File: src/hed_pkg.sv
// Types and constants shared by the entity decoder modules.
package hed_pkg;

    localparam logic [7:0] AMP_CHAR     = 8'h26;
    localparam logic [7:0] SEMI_CHAR    = 8'h3B;
    localparam logic [7:0] NEWLINE_CHAR = 8'h0A;

    localparam int RESULT_LIMIT = 8;
    localparam int NW           = $clog2(RESULT_LIMIT + 1);

    localparam int Q_DEPTH = 2;
    localparam int QPW     = $clog2(Q_DEPTH);
    localparam int QCW     = $clog2(Q_DEPTH + 1);

    localparam int NUM_ENT     = 5;
    localparam int ENT_MAX_LEN = 4;

    localparam logic [7:0] ENT_TEXT [NUM_ENT][ENT_MAX_LEN] = '{
        '{8'h71, 8'h75, 8'h6F, 8'h74},
        '{8'h61, 8'h70, 8'h6F, 8'h73},
        '{8'h6C, 8'h74, 8'h00, 8'h00},
        '{8'h67, 8'h74, 8'h00, 8'h00},
        '{8'h61, 8'h6D, 8'h70, 8'h00}
    };
    localparam logic [2:0] ENT_LEN [NUM_ENT] = '{3'd4, 3'd4, 3'd2, 3'd2, 3'd3};
    localparam logic [7:0] ENT_REPL [NUM_ENT] = '{8'h22, 8'h27, 8'h3C, 8'h3E, 8'h26};

    typedef enum logic [1:0] {
        CL_OTHER = 2'd0,
        CL_AMP   = 2'd1,
        CL_SEMI  = 2'd2,
        CL_NL    = 2'd3
    } t_class;

    typedef struct packed {
        t_class     cls;
        logic [7:0] data;
    } t_cmd;

    typedef enum logic [2:0] {
        ST_IDLE   = 3'b001,
        ST_FLUSH  = 3'b010,
        ST_RESCAN = 3'b100
    } t_bstate;

endpackage

File: src/hed_front.sv
// Input stage that accepts text bytes and tags each with its character class.
module hed_front import hed_pkg::*; (
    input  logic       i_clk,
    input  logic       i_rst_n,
    input  logic       i_valid,
    output logic       o_stall,
    input  logic [7:0] i_in_byte,
    output logic       o_cmd_valid,
    output t_cmd       o_cmd,
    input  logic       i_cmd_ready
);

    logic   r_v;
    t_cmd   r_cmd;
    t_class cls;
    logic   accept;

    always_comb begin
        unique case (i_in_byte)
            AMP_CHAR:     cls = CL_AMP;
            SEMI_CHAR:    cls = CL_SEMI;
            NEWLINE_CHAR: cls = CL_NL;
            default:      cls = CL_OTHER;
        endcase
    end

    assign o_stall     = r_v && !i_cmd_ready;
    assign accept      = i_valid && !o_stall;
    assign o_cmd_valid = r_v;
    assign o_cmd       = r_cmd;

    always_ff @(posedge i_clk) begin
        if (!i_rst_n) begin
            r_v <= 1'b0;
        end else if (accept) begin
            r_v <= 1'b1;
        end else if (i_cmd_ready) begin
            r_v <= 1'b0;
        end
    end

    always_ff @(posedge i_clk) begin
        if (accept) begin
            r_cmd.cls  <= cls;
            r_cmd.data <= i_in_byte;
        end
    end

endmodule

File: src/hed_queue.sv
// Short command queue between the classifying front and the decoding back.
module hed_queue import hed_pkg::*; (
    input  logic i_clk,
    input  logic i_rst_n,
    input  logic i_push_valid,
    input  t_cmd i_push_cmd,
    output logic o_push_ready,
    output logic o_pop_valid,
    output t_cmd o_pop_cmd,
    input  logic i_pop
);

    t_cmd           r_mem [Q_DEPTH];
    logic [QPW-1:0] r_wp;
    logic [QPW-1:0] r_rp;
    logic [QCW-1:0] r_fill;
    logic           push;
    logic           pop;

    assign o_push_ready = r_fill != QCW'(Q_DEPTH);
    assign o_pop_valid  = r_fill != '0;
    assign o_pop_cmd    = r_mem[r_rp];
    assign push         = i_push_valid && o_push_ready;
    assign pop          = i_pop && o_pop_valid;

    always_ff @(posedge i_clk) begin
        if (!i_rst_n) begin
            r_wp   <= '0;
            r_rp   <= '0;
            r_fill <= '0;
        end else begin
            if (push) begin
                r_wp <= (r_wp == QPW'(Q_DEPTH - 1)) ? '0 : r_wp + 1'b1;
            end
            if (pop) begin
                r_rp <= (r_rp == QPW'(Q_DEPTH - 1)) ? '0 : r_rp + 1'b1;
            end
            if (push && !pop) begin
                r_fill <= r_fill + 1'b1;
            end else if (pop && !push) begin
                r_fill <= r_fill - 1'b1;
            end
        end
    end

    always_ff @(posedge i_clk) begin
        if (push) begin
            r_mem[r_wp] <= i_push_cmd;
        end
    end

endmodule

File: src/hed_back.sv
// Entity sequencer that holds the name, matches it and emits the decoded bytes.
module hed_back import hed_pkg::*; #(
    parameter int MAX_NAME_LEN = 5
) (
    input  logic       i_clk,
    input  logic       i_rst_n,
    input  logic       i_cmd_valid,
    input  t_cmd       i_cmd,
    output logic       o_pop,
    output logic       o_valid,
    input  logic       i_stall,
    output logic [7:0] o_out_byte,
    output logic       o_last_of_run
);

    localparam int BW = $clog2(MAX_NAME_LEN);
    localparam int CW = $clog2(MAX_NAME_LEN + 1);
    localparam int IW = $clog2(MAX_NAME_LEN + 2);

    t_bstate       r_state, n_state;
    logic          r_open, n_open;
    logic [CW-1:0] r_cnt, n_cnt;
    logic [7:0]    r_buf [MAX_NAME_LEN];
    logic [7:0]    r_tail, n_tail;
    logic [IW-1:0] r_pos, n_pos;
    logic [IW-1:0] r_stop, n_stop;
    logic [NW-1:0] r_nout, n_nout;
    logic          r_ovalid;
    logic [7:0]    r_obyte;
    logic          r_olast;

    logic          out_free;
    logic          emit;
    logic [7:0]    e_byte;
    logic          e_last;
    logic          wr_en;
    logic [7:0]    wr_data;
    logic [IW-1:0] pos_m1;
    logic [IW-1:0] lim;
    logic [7:0]    seq_byte;
    logic          hit;
    logic [7:0]    hit_repl;
    logic [IW-1:0] first_amp;
    logic          cap_reached;
    logic          cap_next;
    logic          ent_ok;

    assign out_free    = !r_ovalid || !i_stall;
    assign cap_reached = r_nout == NW'(RESULT_LIMIT);
    assign cap_next    = r_nout == NW'(RESULT_LIMIT - 1);
    assign pos_m1      = r_pos - 1'b1;
    assign lim         = (r_state == ST_RESCAN) ? IW'(MAX_NAME_LEN) : IW'(r_cnt);
    assign seq_byte    = (r_pos <= lim) ? r_buf[pos_m1[BW-1:0]] : r_tail;

    always_comb begin
        hit      = 1'b0;
        hit_repl = AMP_CHAR;
        for (int k = 0; k < NUM_ENT; k++) begin
            ent_ok = r_cnt == CW'(ENT_LEN[k]);
            for (int i = 0; i < ENT_MAX_LEN; i++) begin
                if (i < int'(ENT_LEN[k]) && r_buf[i] != ENT_TEXT[k][i]) begin
                    ent_ok = 1'b0;
                end
            end
            if (ent_ok) begin
                hit      = 1'b1;
                hit_repl = ENT_REPL[k];
            end
        end
    end

    always_comb begin
        first_amp = IW'(MAX_NAME_LEN + 1);
        if (i_cmd.data == AMP_CHAR) begin
            first_amp = IW'(MAX_NAME_LEN);
        end
        for (int k = MAX_NAME_LEN - 1; k >= 0; k--) begin
            if (r_buf[k] == AMP_CHAR) begin
                first_amp = IW'(k);
            end
        end
    end

    always_comb begin
        n_state = r_state;
        n_open  = r_open;
        n_cnt   = r_cnt;
        n_tail  = r_tail;
        n_pos   = r_pos;
        n_stop  = r_stop;
        n_nout  = r_nout;
        o_pop   = 1'b0;
        emit    = 1'b0;
        e_byte  = seq_byte;
        e_last  = 1'b0;
        wr_en   = 1'b0;
        wr_data = i_cmd.data;
        unique case (r_state)
            ST_IDLE: begin
                if (i_cmd_valid) begin
                    if (!r_open) begin
                        if (i_cmd.cls == CL_AMP) begin
                            o_pop  = 1'b1;
                            n_open = 1'b1;
                            n_cnt  = '0;
                        end else if (out_free) begin
                            o_pop  = 1'b1;
                            emit   = 1'b1;
                            e_byte = i_cmd.data;
                            e_last = 1'b1;
                        end
                    end else begin
                        unique case (i_cmd.cls) inside
                            CL_NL: begin
                                o_pop   = 1'b1;
                                n_tail  = i_cmd.data;
                                n_pos   = '0;
                                n_nout  = '0;
                                n_state = ST_FLUSH;
                            end
                            CL_SEMI: begin
                                if (hit) begin
                                    if (out_free) begin
                                        o_pop  = 1'b1;
                                        emit   = 1'b1;
                                        e_byte = hit_repl;
                                        e_last = 1'b1;
                                        n_open = 1'b0;
                                        n_cnt  = '0;
                                    end
                                end else begin
                                    o_pop   = 1'b1;
                                    n_tail  = SEMI_CHAR;
                                    n_pos   = '0;
                                    n_nout  = '0;
                                    n_state = ST_FLUSH;
                                end
                            end
                            CL_AMP, CL_OTHER: begin
                                o_pop = 1'b1;
                                if (r_cnt < CW'(MAX_NAME_LEN)) begin
                                    wr_en = 1'b1;
                                    n_cnt = r_cnt + 1'b1;
                                end else begin
                                    n_tail  = i_cmd.data;
                                    n_stop  = first_amp;
                                    n_pos   = '0;
                                    n_nout  = '0;
                                    n_open  = 1'b0;
                                    n_cnt   = '0;
                                    n_state = ST_RESCAN;
                                end
                            end
                            default: begin
                                o_pop = 1'b0;
                            end
                        endcase
                    end
                end
            end
            ST_FLUSH: begin
                if (out_free) begin
                    emit   = 1'b1;
                    e_byte = (r_pos == '0) ? AMP_CHAR : seq_byte;
                    e_last = (r_pos == IW'(r_cnt) + 1'b1) || cap_next;
                    n_nout = r_nout + 1'b1;
                    n_pos  = r_pos + 1'b1;
                    if (e_last) begin
                        n_open  = 1'b0;
                        n_cnt   = '0;
                        n_state = ST_IDLE;
                    end
                end
            end
            ST_RESCAN: begin
                if (r_pos == '0) begin
                    if (out_free) begin
                        emit   = 1'b1;
                        e_byte = AMP_CHAR;
                        e_last = r_stop == '0;
                        n_nout = r_nout + 1'b1;
                        n_pos  = r_pos + 1'b1;
                    end
                end else begin
                    wr_data = seq_byte;
                    if (r_open) begin
                        if (r_cnt < CW'(MAX_NAME_LEN)) begin
                            wr_en = 1'b1;
                            n_cnt = r_cnt + 1'b1;
                        end
                        n_pos = r_pos + 1'b1;
                    end else if (seq_byte == AMP_CHAR) begin
                        n_open = 1'b1;
                        n_cnt  = '0;
                        n_pos  = r_pos + 1'b1;
                    end else if (cap_reached) begin
                        n_pos = r_pos + 1'b1;
                    end else if (out_free) begin
                        emit   = 1'b1;
                        e_last = (r_pos == r_stop) || cap_next;
                        n_nout = r_nout + 1'b1;
                        n_pos  = r_pos + 1'b1;
                    end
                    if (n_pos != r_pos && r_pos == IW'(MAX_NAME_LEN + 1)) begin
                        n_state = ST_IDLE;
                    end
                end
            end
            default: begin
                n_state = ST_IDLE;
            end
        endcase
    end

    always_ff @(posedge i_clk) begin
        if (!i_rst_n) begin
            r_state  <= ST_IDLE;
            r_open   <= 1'b0;
            r_cnt    <= '0;
            r_pos    <= '0;
            r_nout   <= '0;
            r_ovalid <= 1'b0;
        end else begin
            r_state <= n_state;
            r_open  <= n_open;
            r_cnt   <= n_cnt;
            r_pos   <= n_pos;
            r_nout  <= n_nout;
            if (emit) begin
                r_ovalid <= 1'b1;
            end else if (!i_stall) begin
                r_ovalid <= 1'b0;
            end
        end
    end

    always_ff @(posedge i_clk) begin
        r_tail <= n_tail;
        r_stop <= n_stop;
        if (wr_en) begin
            r_buf[r_cnt[BW-1:0]] <= wr_data;
        end
        if (emit) begin
            r_obyte <= e_byte;
            r_olast <= e_last;
        end
    end

    assign o_valid       = r_ovalid;
    assign o_out_byte    = r_obyte;
    assign o_last_of_run = r_olast;

endmodule

File: src/html_entity_decoder.sv
// Streaming decoder for the five XML entities. Plain bytes, held name bytes and
// matched entities flow through the sequencer at one item per cycle while the output
// is not stalled, behind a registered input stage and a two-entry command queue.
// Flushing an unmatched or newline-cut name of N bytes emits the ampersand, the N name
// bytes and the cutting byte; a name that runs past MAX_NAME_LEN bytes is replayed from
// its ampersand, one name byte per cycle unless the output stalls. An output register
// holds a stalled result while input bytes still fill the queue and name bytes are taken.
module html_entity_decoder import hed_pkg::*; #(
    parameter int MAX_NAME_LEN = 5
) (
    input  logic       i_clk,
    input  logic       i_rst_n,
    input  logic       i_valid,
    output logic       o_stall,
    input  logic [7:0] i_in_byte,
    output logic       o_valid,
    input  logic       i_stall,
    output logic [7:0] o_out_byte,
    output logic       o_last_of_run
);

    logic f_valid;
    t_cmd f_cmd;
    logic f_ready;
    logic q_valid;
    t_cmd q_cmd;
    logic q_pop;

    hed_front u_front (
        .i_clk       (i_clk),
        .i_rst_n     (i_rst_n),
        .i_valid     (i_valid),
        .o_stall     (o_stall),
        .i_in_byte   (i_in_byte),
        .o_cmd_valid (f_valid),
        .o_cmd       (f_cmd),
        .i_cmd_ready (f_ready)
    );

    hed_queue u_queue (
        .i_clk        (i_clk),
        .i_rst_n      (i_rst_n),
        .i_push_valid (f_valid),
        .i_push_cmd   (f_cmd),
        .o_push_ready (f_ready),
        .o_pop_valid  (q_valid),
        .o_pop_cmd    (q_cmd),
        .i_pop        (q_pop)
    );

    hed_back #(
        .MAX_NAME_LEN (MAX_NAME_LEN)
    ) u_back (
        .i_clk         (i_clk),
        .i_rst_n       (i_rst_n),
        .i_cmd_valid   (q_valid),
        .i_cmd         (q_cmd),
        .o_pop         (q_pop),
        .o_valid       (o_valid),
        .i_stall       (i_stall),
        .o_out_byte    (o_out_byte),
        .o_last_of_run (o_last_of_run)
    );

endmodule

File: config.mk
export PLATFORM = sky130hd
export DESIGN_NAME = html_entity_decoder
export DESIGN_NICKNAME = d
export VERILOG_FILES = /design/src/hed_pkg.sv /design/src/hed_front.sv /design/src/hed_queue.sv /design/src/hed_back.sv /design/src/html_entity_decoder.sv
export SDC_FILE = /design/constraint.sdc
export NUM_CORES = 1
export LEC_CHECK = 0
export ABC_AREA = 1
export CAP_MARGIN = 40
export CORE_MARGIN = 2
export CORE_UTILIZATION = 58
export CTS_CLUSTER_SIZE = 8
export DETAILED_ROUTE_END_ITERATION = 6
export DONT_BUFFER_PORTS = 1
export MAX_ROUTING_LAYER = met4
export PLACE_DENSITY = 0.81
export SYNTH_ARGS = -nofsm -noshare
export SYNTH_HDL_FRONTEND = slang
export SYNTH_SLANG_ARGS = --single-unit
File: constraint.sdc
create_clock -name i_clk -period 3.2 [get_ports i_clk]
set_clock_uncertainty 0.2 [all_clocks]
set_input_delay 0.32 -clock i_clk [delete_from_list [all_inputs] [get_ports i_clk]]
set_output_delay 0.32 -clock i_clk [all_outputs]
set_load 0.01 [all_outputs]
==> results_dict.tcl <==
set metrics [dict create \
    status "finished clean" \
    vias 6211 \
    end_kind "register" \
    grt-busiest-layer "met2" \
    ios 23 \
    fin_nets 913 \
    setup_viol 0 \
    cp_cell_sequence "nor3_4, nor2_1, ha_1, nand3b_1, nand2_1, nand2_4, or2_2, nand2_1, inv_1, nand2_1, nor2_4, nand2_4, nand2_4, nand2_2, nand3_1, nand2_4" \
    rr_worst_depth 16 \
    r2r_setup_slack_ns 0.12 \
    cts_root_buffer "clkbuf_16" \
    worstMarginPinSlew_ns 0.8528 \
    synth_top_cell_by_area "edfxtp_1" \
    synth_cell_types 52 \
    slowest_stage "dfxtp_1" \
    synth-main-ff-cell "edfxtp_1" \
    area_delta_synth_final_pct 14.70 \
    place_hpwl_mm 13.35 \
    reg2reg_from "u_back.r_state[0]" \
    die-width_um 116.5 \
    rr_endpoint "u_back.o_out_byte[2]" \
    vias_per_cell 5.794 \
    cts.sinks 135 \
    htree_levels 4 \
    placed_area_um2 7725 \
    hp-class "input port to register" \
    yosysWarnings 0 \
    grt_pass1_vias 5666 \
    antenna_found_initial 0 \
    placeableCoreArea_um2 12470 \
    drc 0 \
    fin_area_um2 8424 \
    gp_congestion 0.9788 \
    cap_violations 0 \
    slew_violations 0 \
    cts.path.max_buffers 2 \
    ys_ff_latch 135 \
    ys_async_sr_fraction_pct 0 \
    switchingPower_uw 3576 \
    portBuffers 0 \
    pre_cts_slack_ns -0.03278 \
    clkPwrFrac_pct 23.5 \
    totalNegativeSetupSlack_ns 0 \
    sequentialPowerShare_pct 30.7 \
    ant_nets 0 \
    wl_mm 18.66 \
    ir_drop_mv 0.5692 \
    startpoint_type "register" \
    period_needed_ns 3.083 \
    min-delay-start "i_in_byte[4]" \
    critPathMaxStageDelay_ns 0.36 \
    clock_latency_ns 0.43 \
    synth_top_area_share_pct 46.61 \
    clkSlewWorstSetupHoldPaths_ns 0.07 \
    cts_tree "built" \
    wl_per_cell_um 17.41 \
    dieHeight_um 116.5 \
    cp.arrival_ns 3.02 \
    totalPowerFinal_uw 8206 \
    avgSynthCellArea_um2 8.913 \
    leakage_uw 0.003426 \
    p_comb_share_pct 45.8 \
    crit_required_ns 3.13 \
    sw_frac_of_total_pct 43.58 \
    synth-seq-area-share_pct 52.33 \
    internal_power_uw 4630 \
    hold_path_end "u_front.o_cmd[8]" \
    period_share_pct 96.35 \
    path_max_fanout 13 \
    use_met2_pct 45.74 \
    use_met1_pct 38.52 \
    path_delay_family "simple AND/OR/NAND/NOR gates" \
    grt_pass1_wl_mm 29.08 \
    max_freq_ghz 0.3243 \
    first_pass_iters 7 \
    cts_buffers 17 \
    synth_edf_count 114 \
    initial_core_util_pct 58.92 \
    powerDensity_nw_per_um2 974.1 \
    whs_path_depth 3 \
    crit_path_frequent_cell "nand2_4" \
    grt_max_degree 38 \
    die_area_um2 13580 \
    crit_type "register to register" \
    drt-initial-drc-count 777 \
    synth.area.top_cells "edfxtp_1 (47%), nand2_1 (9.8%), nand3_1 (7.0%)" \
    grt_usage_pct 29.62 \
    cts_setup_buffers 0 \
    whs_ns 0.01286 \
    syn-cell-area_um2 7345 \
    drive_gt1_share_pct 14.89 \
    netlist_instances 824 \
    rows 41 \
    hold_viol 0 \
    relSlewSlack_pct 42.94 \
    fin_ws_ns 0.1167 \
    crit_buf_inv 1 \
    grt_util_met3_pct 6.020 \
    diodes 0 \
    gr-total-overflow 0 \
]
==> Yosys cell counts, types with 3 or more instances <==
master     number
nand3b_1        6
nor3_2          3
a21oi_2         4
or2_2          12
o211ai_1        3
ha_1           14
or2_1           3
buf_2           6
nor4_1         12
nand3_1       102
nand3_2         6
buf_6           6
clkbuf_1        3
o22ai_1         4
inv_1          82
a21oi_1        22
nand2_2        13
nand4_1        16
nand2_1       191
o2111ai_1       3
nand2_4         6
o21ai_0        31
xor2_1          5
nor2_1         69
edfxtp_1      114
nor3_1         19
nor2_4          4
xnor2_1         4
inv_2          11
buf_4           4
dfxtp_1        21
==> worst max-delay path by stage <==
stage | from | endpoint | slack, ns | depth (start not counted)
after detailed placement | u_back.r_state[0] | u_back.o_out_byte[5] | -0.03 | 16
final | u_back.r_state[0] | u_back.o_out_byte[2] | 0.12 | 16
after floorplan | u_back.r_state[0] | u_back.o_last_of_run | 0.20 | 18
after CTS | u_back.r_state[0] | u_back.o_out_byte[1] | 0.05 | 16
after global routing | u_back.r_state[0] | u_back.o_out_byte[1] | -0.04 | 17
after global placement | u_back.r_state[0] | u_back.o_out_byte[3] | 0.07 | 16
==> kinds of logic after synthesis <==
logic type	share of synthesized area, %
mux	0.2726
xor+xnor	1.073
simple gates	30.46
fa+ha+maj	2.385
compound gates	6.389
buf+inv	7.036
other cells	0.05106
flops	52.33
==> worst register-to-register path, cell delays in order, from the launching register on <==
cell,delay [ns]
dfxtp_1,0.36
nor3_4,0.28
nor2_1,0.09
ha_1,0.33
nand3b_1,0.10
nand2_1,0.11
nand2_4,0.11
or2_2,0.30
nand2_1,0.13
inv_1,0.07
nand2_1,0.10
nor2_4,0.04
nand2_4,0.10
nand2_4,0.06
nand2_2,0.07
nand3_1,0.14
nand2_4,0.19
==> per-layer routing <==
| metal | wire length, um | vias up |
|---|---|---|
| met1 | 7494 | 2880 |
| met5 | 0 | - |
| met3 | 1686 | 60 |
| met2 | 8854 | 354 |
| met4 | 626 | 0 |
| li1 | - | 2917 |
==> power by group through the flow <==
stage	clock network (uW)	logic [uW]	registers (uW)
after global routing	2020	4120	2540
after floorplan	0	2740	2500
final	1930	3760	2520
after detailed placement	0	3600	2550
after CTS	1950	3640	2510
after global placement	0	3510	2550
==> flip-flops by register name, summed over array words and instances (netlist names), 2 cells and up, named ones only <==
signal / count
u_back.o_out_byte: 8
u_back.r_buf: 64
u_back.r_cnt: 3
u_back.r_nout: 4
u_back.r_pos: 3
u_back.r_state: 3
u_back.r_stop: 3
u_back.r_tail: 8
u_front.o_cmd: 10
u_queue.r_fill: 2
u_queue.r_mem: 20
==> repair_timing <==
item | CTS | global route
pin swaps | 0 | 0
gates resized for setup | 1 | 3
setup endpoints to repair | 9 | 13
endpoints found under the hold margin | 21 | 0
hold buffers | 10 | 0
==> per-stage QoR <==
step           utilization (%)  cells
2_1_floorplan                -    847
3_3_place_gp             61.67   1023
3_5_place_dp             61.97   1030
4_1_cts                  67.45   1072
5_1_grt                  67.58   1072
6_report                 67.58   1072
==> cells in the final DEF, fill, tap and decap left out, drive strengths merged, types with 22 or more instances in the layout <==
cell,n
conb,24
buf,32
nand3,108
a21oi,27
nand2,210
nor3,22
inv,106
o21ai,32
nor2,75
edfxtp,114
==> final cells by class <==
| type | instances | area, um^2 |
|---|---|---|
| Clock buffer | 17 | 425.4 |
| Multi-Input combinational cell | 595 | 3089 |
| Sequential cell | 135 | 3844 |
| Inverter | 96 | 370.4 |
| Fill cell | 975 | 4041 |
| Tap cell | 172 | 215.2 |
| Timing Repair Buffer | 42 | 325.3 |
| Clock inverter | 15 | 155.1 |
Power figures use the tool's default switching activity.
